## config.mk

```make
export PLATFORM = sky130hd
export DESIGN_NAME = polygon_plane_clipper
export DESIGN_NICKNAME = d
export VERILOG_FILES = /design/src/ppc_pkg.sv /design/src/ppc_div.sv /design/src/ppc_lerp.sv /design/src/polygon_plane_clipper.sv
export VERILOG_INCLUDE_DIRS = /design/src /design/src/src
export SDC_FILE = /design/constraint.sdc
export NUM_CORES = 2
export LEC_CHECK = 0
export BUFFER_PORTS_ARGS = -buffer_cell sky130_fd_sc_hd__buf_4
export CORE_AREA = 2 2 455 457
export CTS_CLUSTER_SIZE = 30
export DETAILED_ROUTE_END_ITERATION = 10
export DIE_AREA = 0 0 457 459
export GPL_TIMING_DRIVEN = 0
export PLACE_DENSITY = 0.75
export SYNTH_ARGS = -nofsm -noshare
export SYNTH_HDL_FRONTEND = slang
export SYNTH_SLANG_ARGS = --single-unit
```

## constraint.sdc

```tcl
create_clock -name clock -period 62 [get_ports clock]
set_input_delay 6.2 -clock clock [delete_from_list [all_inputs] [get_ports clock]]
set_output_delay 6.2 -clock clock [all_outputs]
set_load 0.05 [all_outputs]
```

## src/polygon_plane_clipper_defines.svh

```systemverilog
// Assertion macros used by the clipper top level.
`ifndef POLYGON_PLANE_CLIPPER_DEFINES_SVH
`define POLYGON_PLANE_CLIPPER_DEFINES_SVH
`ifndef NO_ASSERTIONS
`define PPC_ASSERT(lbl, clk, rst, prop) \
   lbl: assert property (@(posedge clk) disable iff (rst) prop) else $error("check failed");
`define PPC_ASSERT_ALWAYS(lbl, clk, prop) \
   lbl: assert property (@(posedge clk) prop) else $error("check failed");
`else
`define PPC_ASSERT(lbl, clk, rst, prop)
`define PPC_ASSERT_ALWAYS(lbl, clk, prop)
`endif
`endif

```

## src/ppc_pkg.sv

```systemverilog
`default_nettype none
package ppc_pkg;
   localparam int NATTR      = 9;
   localparam int ATTR_W     = 32;
   localparam int FRAC_BITS  = 16;
   localparam int MAX_VERTS  = 64;
   localparam int STOP_COUNT = 2;
   localparam int COUNT_W    = 7;
   localparam int LIVE_W     = 8;
   localparam int T_W        = FRAC_BITS + 1;
   localparam int NUM_W      = 33;
   localparam int DEN_W      = 34;
   localparam int IDX_X      = 0;
   localparam int IDX_Y      = 1;
   localparam int IDX_W      = 5;

   typedef logic [NATTR-1:0][ATTR_W-1:0] vec_type;

   typedef enum logic [1:0] {
      PLANE_W       = 2'd0,
      PLANE_W_PLUS_X  = 2'd1,
      PLANE_W_MINUS_X = 2'd2,
      PLANE_W_PLUS_Y  = 2'd3
   } plane_type;

   typedef enum logic [3:0] {
      ST_IDLE,
      ST_START,
      ST_EDGE,
      ST_DISPATCH,
      ST_DIV,
      ST_LERP,
      ST_PUSH,
      ST_NEXT,
      ST_FINAL
   } state_type;

   // Signed distance of a vertex to the selected plane, exact in 33 bits.
   function automatic logic signed [NUM_W-1:0] plane_dist(vec_type v, logic [1:0] sel);
      logic signed [NUM_W-1:0] w;
      logic signed [NUM_W-1:0] x;
      logic signed [NUM_W-1:0] y;
      logic signed [NUM_W-1:0] d;
      w = NUM_W'($signed(v[IDX_W]));
      x = NUM_W'($signed(v[IDX_X]));
      y = NUM_W'($signed(v[IDX_Y]));
      case (plane_type'(sel))
         PLANE_W:         d = w;
         PLANE_W_PLUS_X:  d = w + x;
         PLANE_W_MINUS_X: d = w - x;
         PLANE_W_PLUS_Y:  d = w + y;
         default:         d = w;
      endcase
      return d;
   endfunction
endpackage
`default_nettype wire

```

## src/ppc_div.sv

```systemverilog
`default_nettype none
// Restoring divider: one quotient bit per cycle, integer bit first.
module ppc_div (
   input  wire logic                        clock,
   input  wire logic                        reset,
   input  wire logic                        start,
   input  wire logic [ppc_pkg::NUM_W-1:0]   num,
   input  wire logic [ppc_pkg::DEN_W-1:0]   den,
   output logic                             done,
   output logic [ppc_pkg::T_W-1:0]          quot
);
   localparam int CNT_W = $clog2(ppc_pkg::T_W);

   logic                        run_ff, run_in;
   logic                        done_ff, done_in;
   logic [CNT_W-1:0]            cnt_ff, cnt_in;
   logic [ppc_pkg::DEN_W-1:0]   rem_ff, rem_in;
   logic [ppc_pkg::DEN_W-1:0]   den_ff, den_in;
   logic [ppc_pkg::T_W-1:0]     quot_ff, quot_in;
   logic [ppc_pkg::DEN_W:0]     trial;
   logic [ppc_pkg::DEN_W:0]     diff;
   logic                        ge;

   always_comb begin
      trial = (cnt_ff == '0) ? {1'b0, rem_ff} : {rem_ff, 1'b0};
      diff  = trial - {1'b0, den_ff};
      ge    = trial >= {1'b0, den_ff};
      run_in  = run_ff;
      done_in = 1'b0;
      cnt_in  = cnt_ff;
      rem_in  = rem_ff;
      den_in  = den_ff;
      quot_in = quot_ff;
      if (start) begin
         run_in  = 1'b1;
         cnt_in  = '0;
         rem_in  = ppc_pkg::DEN_W'(num);
         den_in  = den;
         quot_in = '0;
      end else if (run_ff) begin
         rem_in  = ge ? diff[ppc_pkg::DEN_W-1:0] : trial[ppc_pkg::DEN_W-1:0];
         quot_in = {quot_ff[ppc_pkg::T_W-2:0], ge};
         cnt_in  = cnt_ff + CNT_W'(1);
         if (cnt_ff == CNT_W'(ppc_pkg::T_W - 1)) begin
            run_in  = 1'b0;
            done_in = 1'b1;
         end
      end
   end

   always_ff @(posedge clock) begin
      if (reset) begin
         run_ff  <= 1'b0;
         done_ff <= 1'b0;
         cnt_ff  <= '0;
      end else begin
         run_ff  <= run_in;
         done_ff <= done_in;
         cnt_ff  <= cnt_in;
      end
      rem_ff  <= rem_in;
      den_ff  <= den_in;
      quot_ff <= quot_in;
   end

   assign done = done_ff;
   assign quot = quot_ff;
endmodule
`default_nettype wire

```

## src/ppc_lerp.sv

```systemverilog
`default_nettype none
// One multiplier shared over the nine attributes: a multiply cycle, then a
// round, add and saturate cycle for each attribute.
module ppc_lerp (
   input  wire logic                     clock,
   input  wire logic                     reset,
   input  wire logic                     start,
   input  wire logic [ppc_pkg::T_W-1:0]  t,
   input  wire ppc_pkg::vec_type         vec_o,
   input  wire ppc_pkg::vec_type         vec_i,
   output logic                          done,
   output ppc_pkg::vec_type              result
);
   localparam int IDXW  = $clog2(ppc_pkg::NATTR);
   localparam int PROD_W = ppc_pkg::NUM_W + ppc_pkg::T_W + 1;
   localparam int Q_W   = PROD_W - ppc_pkg::FRAC_BITS;
   localparam int R_W   = Q_W + 1;

   logic                        run_ff, run_in;
   logic                        add_ff, add_in;
   logic                        done_ff, done_in;
   logic [IDXW-1:0]             idx_ff, idx_in;
   logic [ppc_pkg::T_W-1:0]     t_ff, t_in;
   logic signed [PROD_W-1:0]    prod_ff, prod_in;
   ppc_pkg::vec_type            res_ff, res_in;
   logic signed [ppc_pkg::NUM_W-1:0] dlt;
   logic signed [PROD_W-1:0]    rounded;
   logic signed [Q_W-1:0]       q;
   logic signed [R_W-1:0]       r;
   logic [ppc_pkg::ATTR_W-1:0]  sat;

   always_comb begin
      dlt = ppc_pkg::NUM_W'($signed(vec_i[idx_ff])) - ppc_pkg::NUM_W'($signed(vec_o[idx_ff]));
      prod_in = PROD_W'(dlt * $signed({1'b0, t_ff}));
      rounded = prod_ff + PROD_W'(1 << (ppc_pkg::FRAC_BITS - 1));
      q = rounded[PROD_W-1:ppc_pkg::FRAC_BITS];
      r = R_W'($signed(vec_o[idx_ff])) + R_W'(q);
      if (r > R_W'(32'sh7FFFFFFF)) begin
         sat = 32'h7FFFFFFF;
      end else if (r < -R_W'(33'sh080000000)) begin
         sat = 32'h80000000;
      end else begin
         sat = r[ppc_pkg::ATTR_W-1:0];
      end
   end

   always_comb begin
      run_in  = run_ff;
      add_in  = add_ff;
      done_in = 1'b0;
      idx_in  = idx_ff;
      t_in    = t_ff;
      res_in  = res_ff;
      if (start) begin
         run_in = 1'b1;
         add_in = 1'b0;
         idx_in = '0;
         t_in   = t;
      end else if (run_ff) begin
         add_in = !add_ff;
         if (add_ff) begin
            res_in[idx_ff] = sat;
            if (idx_ff == IDXW'(ppc_pkg::NATTR - 1)) begin
               run_in  = 1'b0;
               done_in = 1'b1;
            end else begin
               idx_in = idx_ff + IDXW'(1);
            end
         end
      end
   end

   always_ff @(posedge clock) begin
      if (reset) begin
         run_ff  <= 1'b0;
         add_ff  <= 1'b0;
         done_ff <= 1'b0;
         idx_ff  <= '0;
      end else begin
         run_ff  <= run_in;
         add_ff  <= add_in;
         done_ff <= done_in;
         idx_ff  <= idx_in;
      end
      t_ff    <= t_in;
      prod_ff <= prod_in;
      res_ff  <= res_in;
   end

   assign done   = done_ff;
   assign result = res_ff;
endmodule
`default_nettype wire

```

## src/polygon_plane_clipper.sv

```systemverilog
// Clips a streamed polygon against one homogeneous plane.
// A first vertex runs no edge; each later vertex runs the edge from the previous one. A crossing
// edge runs the divider, the interpolation and a push; an edge that keeps its end vertex pushes it.
// The last item of a polygon also runs the closing edge and the final item.
// A full output register stalls each push and the final item until rsp_tready drains it.
// Reset is synchronous and active high; it clears all control state and the plane select.
`default_nettype none
`include "polygon_plane_clipper_defines.svh"
module polygon_plane_clipper (
   input  wire logic          clock,
   input  wire logic          reset,
   input  wire logic          req_tvalid,
   output logic               req_tready,
   // attr_x, attr_y, attr_c, attr_d, attr_e, attr_w, attr_g, attr_h, attr_i,
   // vertex_count, zero pad
   input  wire logic [295:0]  req_tdata,
   output logic               rsp_tvalid,
   input  wire logic          rsp_tready,
   // out_x, out_y, out_c, out_d, out_e, out_w, out_g, out_h, out_i
   output logic [287:0]       rsp_tdata,
   // vertex_valid
   output logic               rsp_tuser,
   // polygon_end
   output logic               rsp_tlast,
   input  wire logic          csr_we,
   input  wire logic [1:0]    csr_wdata
);
   localparam int VB = ppc_pkg::NATTR * ppc_pkg::ATTR_W;

   ppc_pkg::state_type state_ff, state_in;
   logic [1:0]                   plane_ff, plane_in;
   ppc_pkg::vec_type             cur_ff, cur_in;
   ppc_pkg::vec_type             prev_ff, prev_in;
   ppc_pkg::vec_type             first_ff, first_in;
   ppc_pkg::vec_type             held_ff, held_in;
   logic                         held_valid_ff, held_valid_in;
   logic [ppc_pkg::LIVE_W-1:0]   live_ff, live_in;
   logic [ppc_pkg::COUNT_W-1:0]  items_ff, items_in;
   logic [ppc_pkg::COUNT_W-1:0]  count_ff, count_in;
   logic                         last_ff, last_in;
   logic                         stopped_ff, stopped_in;
   logic                         phase_ff, phase_in;
   logic                         edge_ff, edge_in;
   logic                         cross_ff, cross_in;
   logic                         pushb_ff, pushb_in;
   logic                         swap_ff, swap_in;
   logic                         push_lerp_ff, push_lerp_in;
   logic [ppc_pkg::NUM_W-1:0]    num_ff, num_in;
   logic [ppc_pkg::DEN_W-1:0]    den_ff, den_in;
   ppc_pkg::vec_type             out_ff, out_in;
   logic                         rsp_valid_ff, rsp_valid_in;
   logic                         rsp_user_ff, rsp_user_in;
   logic                         rsp_last_ff, rsp_last_in;

   ppc_pkg::vec_type             vec_a, vec_b, vec_o, vec_i, push_src, lerp_res;
   logic signed [ppc_pkg::NUM_W-1:0] da, db, d_out, d_in;
   logic signed [ppc_pkg::DEN_W:0]   den_full;
   logic                         a_ok, b_ok;
   logic                         div_start, div_done, lerp_start, lerp_done;
   logic [ppc_pkg::T_W-1:0]      t_q;
   logic [ppc_pkg::COUNT_W-1:0]  raw_count, clamp_count;
   logic                         stop_now;
   logic                         push_ok;

   // Edge ends: a is the previous vertex; b is the current one, or the first on the
   // closing edge (previous equals current there).
   assign vec_a = prev_ff;
   assign vec_b = phase_ff ? first_ff : cur_ff;
   assign vec_o = swap_ff ? vec_b : vec_a;
   assign vec_i = swap_ff ? vec_a : vec_b;
   assign push_src = push_lerp_ff ? lerp_res : vec_b;

   always_comb begin
      da = ppc_pkg::plane_dist(vec_a, plane_ff);
      db = ppc_pkg::plane_dist(vec_b, plane_ff);
      a_ok = !da[ppc_pkg::NUM_W-1];
      b_ok = !db[ppc_pkg::NUM_W-1];
      d_out = b_ok ? da : db;
      d_in  = b_ok ? db : da;
      den_full = (ppc_pkg::DEN_W+1)'(d_in) - (ppc_pkg::DEN_W+1)'(d_out);
      raw_count = req_tdata[VB +: ppc_pkg::COUNT_W];
      if (raw_count == '0) begin
         clamp_count = ppc_pkg::COUNT_W'(1);
      end else if (raw_count > ppc_pkg::COUNT_W'(ppc_pkg::MAX_VERTS)) begin
         clamp_count = ppc_pkg::COUNT_W'(ppc_pkg::MAX_VERTS);
      end else begin
         clamp_count = raw_count;
      end
      stop_now = stopped_ff || (edge_ff && (live_ff < ppc_pkg::LIVE_W'(ppc_pkg::STOP_COUNT)));
      push_ok = !(held_valid_ff && rsp_valid_ff);
   end

   assign div_start  = (state_ff == ppc_pkg::ST_DISPATCH) && cross_ff;
   assign lerp_start = (state_ff == ppc_pkg::ST_DIV) && div_done;

   ppc_div u_div (
      .clock (clock),
      .reset (reset),
      .start (div_start),
      .num   (num_ff),
      .den   (den_ff),
      .done  (div_done),
      .quot  (t_q)
   );

   ppc_lerp u_lerp (
      .clock  (clock),
      .reset  (reset),
      .start  (lerp_start),
      .t      (t_q),
      .vec_o  (vec_o),
      .vec_i  (vec_i),
      .done   (lerp_done),
      .result (lerp_res)
   );

   // Next state.
   always_comb begin
      state_in = state_ff;
      case (state_ff)
         ppc_pkg::ST_IDLE: begin
            if (req_tvalid) state_in = ppc_pkg::ST_START;
         end
         ppc_pkg::ST_START: begin
            if (items_ff == '0) state_in = ppc_pkg::ST_NEXT;
            else if (stopped_ff) state_in = ppc_pkg::ST_DISPATCH;
            else state_in = ppc_pkg::ST_EDGE;
         end
         ppc_pkg::ST_EDGE: state_in = ppc_pkg::ST_DISPATCH;
         ppc_pkg::ST_DISPATCH: begin
            if (cross_ff) state_in = ppc_pkg::ST_DIV;
            else if (pushb_ff) state_in = ppc_pkg::ST_PUSH;
            else if (phase_ff) state_in = ppc_pkg::ST_FINAL;
            else state_in = ppc_pkg::ST_NEXT;
         end
         ppc_pkg::ST_DIV: begin
            if (div_done) state_in = ppc_pkg::ST_LERP;
         end
         ppc_pkg::ST_LERP: begin
            if (lerp_done) state_in = ppc_pkg::ST_PUSH;
         end
         ppc_pkg::ST_PUSH: begin
            if (push_ok) state_in = ppc_pkg::ST_DISPATCH;
         end
         ppc_pkg::ST_NEXT: begin
            if (!last_ff) state_in = ppc_pkg::ST_IDLE;
            else if (stop_now) state_in = ppc_pkg::ST_DISPATCH;
            else state_in = ppc_pkg::ST_EDGE;
         end
         ppc_pkg::ST_FINAL: begin
            if (!rsp_valid_ff) state_in = ppc_pkg::ST_IDLE;
         end
         default: state_in = ppc_pkg::ST_IDLE;
      endcase
   end

   // Datapath and control registers.
   always_comb begin
      plane_in      = csr_we ? csr_wdata : plane_ff;
      cur_in        = cur_ff;
      prev_in       = prev_ff;
      first_in      = first_ff;
      held_in       = held_ff;
      held_valid_in = held_valid_ff;
      live_in       = live_ff;
      items_in      = items_ff;
      count_in      = count_ff;
      last_in       = last_ff;
      stopped_in    = stopped_ff;
      phase_in      = phase_ff;
      edge_in       = edge_ff;
      cross_in      = cross_ff;
      pushb_in      = pushb_ff;
      swap_in       = swap_ff;
      push_lerp_in  = push_lerp_ff;
      num_in        = num_ff;
      den_in        = den_ff;
      out_in        = out_ff;
      rsp_valid_in  = rsp_valid_ff && !rsp_tready;
      rsp_user_in   = rsp_user_ff;
      rsp_last_in   = rsp_last_ff;
      case (state_ff)
         ppc_pkg::ST_IDLE: begin
            if (req_tvalid) begin
               cur_in   = req_tdata[VB-1:0];
               count_in = clamp_count;
               last_in  = ({1'b0, items_ff} + (ppc_pkg::COUNT_W+1)'(1))
                          >= {1'b0, clamp_count};
               phase_in = 1'b0;
               edge_in  = 1'b0;
            end
         end
         ppc_pkg::ST_START: begin
            if (items_ff == '0) begin
               first_in      = cur_ff;
               live_in       = ppc_pkg::LIVE_W'(count_ff);
               stopped_in    = 1'b0;
               held_valid_in = 1'b0;
            end else if (stopped_ff) begin
               pushb_in = 1'b1;
               cross_in = 1'b0;
            end
         end
         ppc_pkg::ST_EDGE: begin
            cross_in = a_ok ^ b_ok;
            pushb_in = b_ok;
            swap_in  = !b_ok;
            num_in   = ppc_pkg::NUM_W'(-d_out);
            den_in   = den_full[ppc_pkg::DEN_W-1:0];
            edge_in  = !phase_ff;
            if (b_ok && !a_ok) begin
               live_in = live_ff + ppc_pkg::LIVE_W'(1);
            end else if (!b_ok && !a_ok && (live_ff != '0)) begin
               live_in = live_ff - ppc_pkg::LIVE_W'(1);
            end
         end
         ppc_pkg::ST_DISPATCH: begin
            if (cross_ff) begin
               cross_in     = 1'b0;
               push_lerp_in = 1'b1;
            end else if (pushb_ff) begin
               pushb_in     = 1'b0;
               push_lerp_in = 1'b0;
            end
         end
         ppc_pkg::ST_PUSH: begin
            if (push_ok) begin
               if (held_valid_ff) begin
                  out_in       = held_ff;
                  rsp_valid_in = 1'b1;
                  rsp_user_in  = 1'b1;
                  rsp_last_in  = 1'b0;
               end
               held_in       = push_src;
               held_valid_in = 1'b1;
            end
         end
         ppc_pkg::ST_NEXT: begin
            stopped_in = stop_now;
            prev_in    = cur_ff;
            edge_in    = 1'b0;
            if (last_ff) begin
               phase_in = 1'b1;
               if (stop_now) begin
                  pushb_in = 1'b1;
                  cross_in = 1'b0;
               end
            end else begin
               items_in = items_ff + ppc_pkg::COUNT_W'(1);
            end
         end
         ppc_pkg::ST_FINAL: begin
            if (!rsp_valid_ff) begin
               // A polygon that lost every vertex still closes with one empty item.
               out_in        = held_valid_ff ? held_ff : '0;
               rsp_valid_in  = 1'b1;
               rsp_user_in   = held_valid_ff;
               rsp_last_in   = 1'b1;
               held_valid_in = 1'b0;
               live_in       = '0;
               items_in      = '0;
               stopped_in    = 1'b0;
               phase_in      = 1'b0;
            end
         end
         default: begin
         end
      endcase
   end

   always_ff @(posedge clock) begin
      if (reset) begin
         state_ff      <= ppc_pkg::ST_IDLE;
         plane_ff      <= 2'd0;
         held_valid_ff <= 1'b0;
         live_ff       <= '0;
         items_ff      <= '0;
         count_ff      <= '0;
         last_ff       <= 1'b0;
         stopped_ff    <= 1'b0;
         phase_ff      <= 1'b0;
         edge_ff       <= 1'b0;
         cross_ff      <= 1'b0;
         pushb_ff      <= 1'b0;
         swap_ff       <= 1'b0;
         push_lerp_ff  <= 1'b0;
         rsp_valid_ff  <= 1'b0;
         rsp_user_ff   <= 1'b0;
         rsp_last_ff   <= 1'b0;
      end else begin
         state_ff      <= state_in;
         plane_ff      <= plane_in;
         held_valid_ff <= held_valid_in;
         live_ff       <= live_in;
         items_ff      <= items_in;
         count_ff      <= count_in;
         last_ff       <= last_in;
         stopped_ff    <= stopped_in;
         phase_ff      <= phase_in;
         edge_ff       <= edge_in;
         cross_ff      <= cross_in;
         pushb_ff      <= pushb_in;
         swap_ff       <= swap_in;
         push_lerp_ff  <= push_lerp_in;
         rsp_valid_ff  <= rsp_valid_in;
         rsp_user_ff   <= rsp_user_in;
         rsp_last_ff   <= rsp_last_in;
      end
      cur_ff   <= cur_in;
      prev_ff  <= prev_in;
      first_ff <= first_in;
      held_ff  <= held_in;
      num_ff   <= num_in;
      den_ff   <= den_in;
      out_ff   <= out_in;
   end

   assign req_tready = (state_ff == ppc_pkg::ST_IDLE);
   assign rsp_tvalid = rsp_valid_ff;
   assign rsp_tdata  = out_ff;
   assign rsp_tuser  = rsp_user_ff;
   assign rsp_tlast  = rsp_last_ff;

   `PPC_ASSERT(a_empty_only_at_end, clock, reset, rsp_tvalid && !rsp_tuser |-> rsp_tlast)
   `PPC_ASSERT(a_div_done_in_div, clock, reset, div_done |-> state_ff == ppc_pkg::ST_DIV)
   `PPC_ASSERT(a_idle_between_polys, clock, reset, state_ff == ppc_pkg::ST_IDLE && items_ff == '0 |-> live_ff == '0 && !held_valid_ff)
   `PPC_ASSERT_ALWAYS(a_reset_idle, clock, reset |=> state_ff == ppc_pkg::ST_IDLE && !rsp_tvalid)
endmodule
`default_nettype wire
```

==> key figures <==
Detailed routing
  • Vias per cell: between 6 and 7
  • Remaining DRCs: 0
  • Routed vias: roughly 84000
  • WL per Instance: 36.7 um
  • DRT Pass-1 Iters: 8
  • DR iter-0 viols: about 13000
  • ANT nets after route: 0
  • Wirelength, routed: 476 mm

Setup path
  • CP most frequent cell: fa_1
  • Cells on worst reg2reg path: 54
  • WP data arrival: around 21000 ps
  • Critical path required time: around 63000 ps
  • CP startpoint kind: register
  • Worst R2R End: u_lerp.prod_ff[50]
  • Slowest-stage cell, CP: clkbuf_1
  • Slowest stage delay, CP: ~1100 ps
  • Worst Setup End Kind: register
  • Setup CP Type: register to register
  • FF-to-FF setup slack: ~41000 ps
  • Critical Path Fanout Max: 10
  • Reg2reg start: phase_ff

Synth
  • Post-synth ARST share: 0
  • Post-synth EDFFs: approximately 1900
  • Syn_nets: between 10000 and 15000
  • Synth Flop Type: edfxtp_1
  • Mean Syn Cell Area: 12.3 um2
  • Mapped Cells: 9138
  • Register area share after synthesis: 0.523
  • Synth area leaders: edfxtp_1 50%, fa_1 9.7%, mux2i_1 4.0%, ha_1 3.8%, inv_1 2.8%
  • Synth cell count leaders: 1879 x edfxtp_1, 836 x inv_1, 822 x nand2_1
  • FF+latch count, synth: about 2000
  • Synth area leader: edfxtp_1
  • Post-synth top area share: 0.504
  • Most frequent cell after synthesis: edfxtp_1
  • Synth unique cells: just under 90
  • YS warnings: 0
  • Post-synth design cell area: 112000 um2

STA
  • RSZ-0062 raised after global routing: no
  • Setup-failing EPs final: 0
  • Fin. max-slew vios: 31
  • Worst-Margin Slew: 1650 ps
  • Sum Neg Setup Slack: 0 ps
  • Normalized max-slew margin: -0.101
  • Final min period: slightly above 20000 ps
  • Fmax achieved: around 49 MHz
  • Worst Skew: 115 ps
  • Tcrit/Tclk final: 0.331
  • Fin. Hold Viols: 0

Floorplanning
  • Die ar.: 210000 um2
  • Starting Density: 0.545
  • Die X: about 460 um
  • Core Area: a little over 200000 um2
  • # IOs: 595
  • Die Y: 459 um
  • Site Rows: roughly 170

Clock tree
  • CTS tree: built
  • Clock transition at path regs: 60 ps
  • Sink Count: 1987
  • Cts bufs inserted: 200
  • CTS root buf: clkbuf_16
  • Worst-skew pair later-pin latency: ~950 ps
  • Clock tree buffer depth: 3
  • CTS resizes: 0
  • Post-CTS Hold Fix Bufs: 0
  • CTS H-tree lvls: 4
  • Post-CTS Setup Inserts: 0

Placed design
  • Placer Congestion: about 1.1
  • Hpwl dp: ~380 mm
  • Port Buf Inserts: between 500 and 600

Run
  • Max-cap violations: 6

Finish
  • Share of layout cells above drive strength 1: 0.154
  • Final nets: approximately 11000
  • # fillers: between 15000 and 20000
  • Area grow syn2layout: 15.5%

GRT
  • GRT Util Overall: 0.451
  • Initial antenna violation count: 50
  • Largest net degree at the start of global routing: roughly 130
  • First-pass GRT wire length: ~650 mm
  • Remaining Overflow, GRT: 0
  • Number of global-route vias before repair: about 80000

Min path
  • Worst hold path endpoint: u_div.den_ff[10]
  • Hold_sp: den_ff[10]
  • Min-Delay Path Class: register to register
  • Hold Path Stages: 0

Run status
  • Failing checks: capacitance limit, slew limit
  • Status: finished with violations
-- cell families (layout without fill, tap and decap cells) --
kind of cell	count (synthesis)	after routing	synth area share
and+or+nand+nor	2393	2393	0.103
DFF	1987	1987	0.523
AOI/OAI and AO/OA	1505	1505	0.0832
buffers and inverters	1281	2368	0.0438
adders and majority gates	883	883	0.135
muxes	823	823	0.0910
xor gates and xnor gates	266	266	0.0208
other	0	53	0
-- through the flow --
stage / utilization / setup slack (ps) / hold WS (ps) / instances / cell area (um2)
2_1_floorplan: - / 31460 / 400 / 9138 / 112000
3_3_place_gp: 0.583 / 9960 / 406 / 12400 / 120000
3_5_place_dp: 0.593 / 42270 / 405 / 12500 / 122000
4_1_cts: 0.628 / 42030 / 392 / 12900 / 129000
5_1_grt: 0.628 / 41290 / 421 / 12900 / 129000
6_report: 0.629 / 41460 / 396 / 13000 / 129000
-- per-layer routing --
| layer | GRT usage | part of all wire | wire length, um | vias up |
|---|---|---|---|---|
| met5 | 0 | 0.00020 | 94 | - |
| met4 | 0.344 | 0.093 | 44500 | 14 |
| met3 | 0.118 | 0.12 | 55600 | 1393 |
| met2 | 0.666 | 0.43 | 206000 | 6513 |
| met1 | 0.570 | 0.36 | 170000 | 41900 |
| li1 | - | - | - | 34300 |
-- state kept, by name (all words and copies together), names as in the netlist, 36 cells and up --
name,cells
cur_ff,288
first_ff,288
held_ff,288
prev_ff,288
rsp_tdata,288
u_lerp.result,288
u_lerp.prod_ff,36
-- cell usage in the layout (no fill, tap or decap), types with 36 or more instances in the layout --
| cell type | netlist | final |
|---|---|---|
| a22o_1 | 55 | 55 |
| o21a_1 | 45 | 45 |
| dfxtp_1 | 108 | 108 |
| clkbuf_16 | 0 | 202 |
| or3_1 | 37 | 37 |
| a31oi_1 | 42 | 42 |
| buf_4 | 7 | 641 |
| fa_1 | 541 | 541 |
| mux4_2 | 130 | 130 |
| and3_1 | 44 | 44 |
| mux2i_1 | 444 | 444 |
| bufinv_16 | 0 | 36 |
| nand3_1 | 84 | 84 |
| buf_12 | 0 | 36 |
| nor2_1 | 525 | 522 |
| clkbuf_1 | 357 | 381 |
| xor2_1 | 81 | 81 |
| nand2_1 | 822 | 822 |
| nor2b_1 | 335 | 335 |
| a211oi_1 | 99 | 98 |
| a21o_1 | 107 | 107 |
| buf_1 | 45 | 39 |
| ha_1 | 342 | 342 |
| nand2b_1 | 58 | 57 |
| a21oi_1 | 386 | 386 |
| edfxtp_1 | 1879 | 1879 |
| o31ai_1 | 43 | 38 |
| xnor2_1 | 185 | 183 |
| mux2_2 | 248 | 248 |
| and2_1 | 228 | 220 |
| o21ai_0 | 493 | 463 |
| diode_2 | 0 | 53 |
| nor3_1 | 112 | 112 |
| inv_1 | 836 | 834 |
-- final cells by class --
type | instances | area, um2 | area share
Clock buffer | 231 | 5180 | 0.0401
Inverter | 841 | 3170 | 0.0245
Sequential cell | 1987 | 58600 | 0.453
Multi-Input combinational cell | 5870 | 48800 | 0.378
Tap cell | 2704 | 3380 | 0.0262
Clock inverter | 149 | 2060 | 0.0159
Buffer | 440 | 1750 | 0.0136
Antenna cell | 53 | 133 | 0.00103
Timing Repair Buffer | 707 | 6210 | 0.0480
-- how the worst max path moves through the flow --
stage | start | end | slack [ps] | depth (start not counted)
detailed placement | phase_ff | u_lerp.prod_ff[50] | 42270 | 52
CTS | phase_ff | u_lerp.prod_ff[50] | 42030 | 52
global placement | items_ff[2] | live_ff[1] | 9960 | 9
global route | phase_ff | u_lerp.prod_ff[50] | 41290 | 53
floorplan | items_ff[2] | live_ff[1] | 31460 | 9
finish | phase_ff | u_lerp.prod_ff[50] | 41460 | 54
-- critical path: cells and delay by family, from the launching register on --
kind	cells	cell delay [ps]
compound gates	24	6290
xor+xnor	2	1100
fa+ha+maj	9	4220
buf+inv	14	7080
flops	1	520
mux	2	670
simple gates	3	440
Power is not shown: default switching activity piles up to over one toggle a cycle in this logic, so the estimate is an artifact.
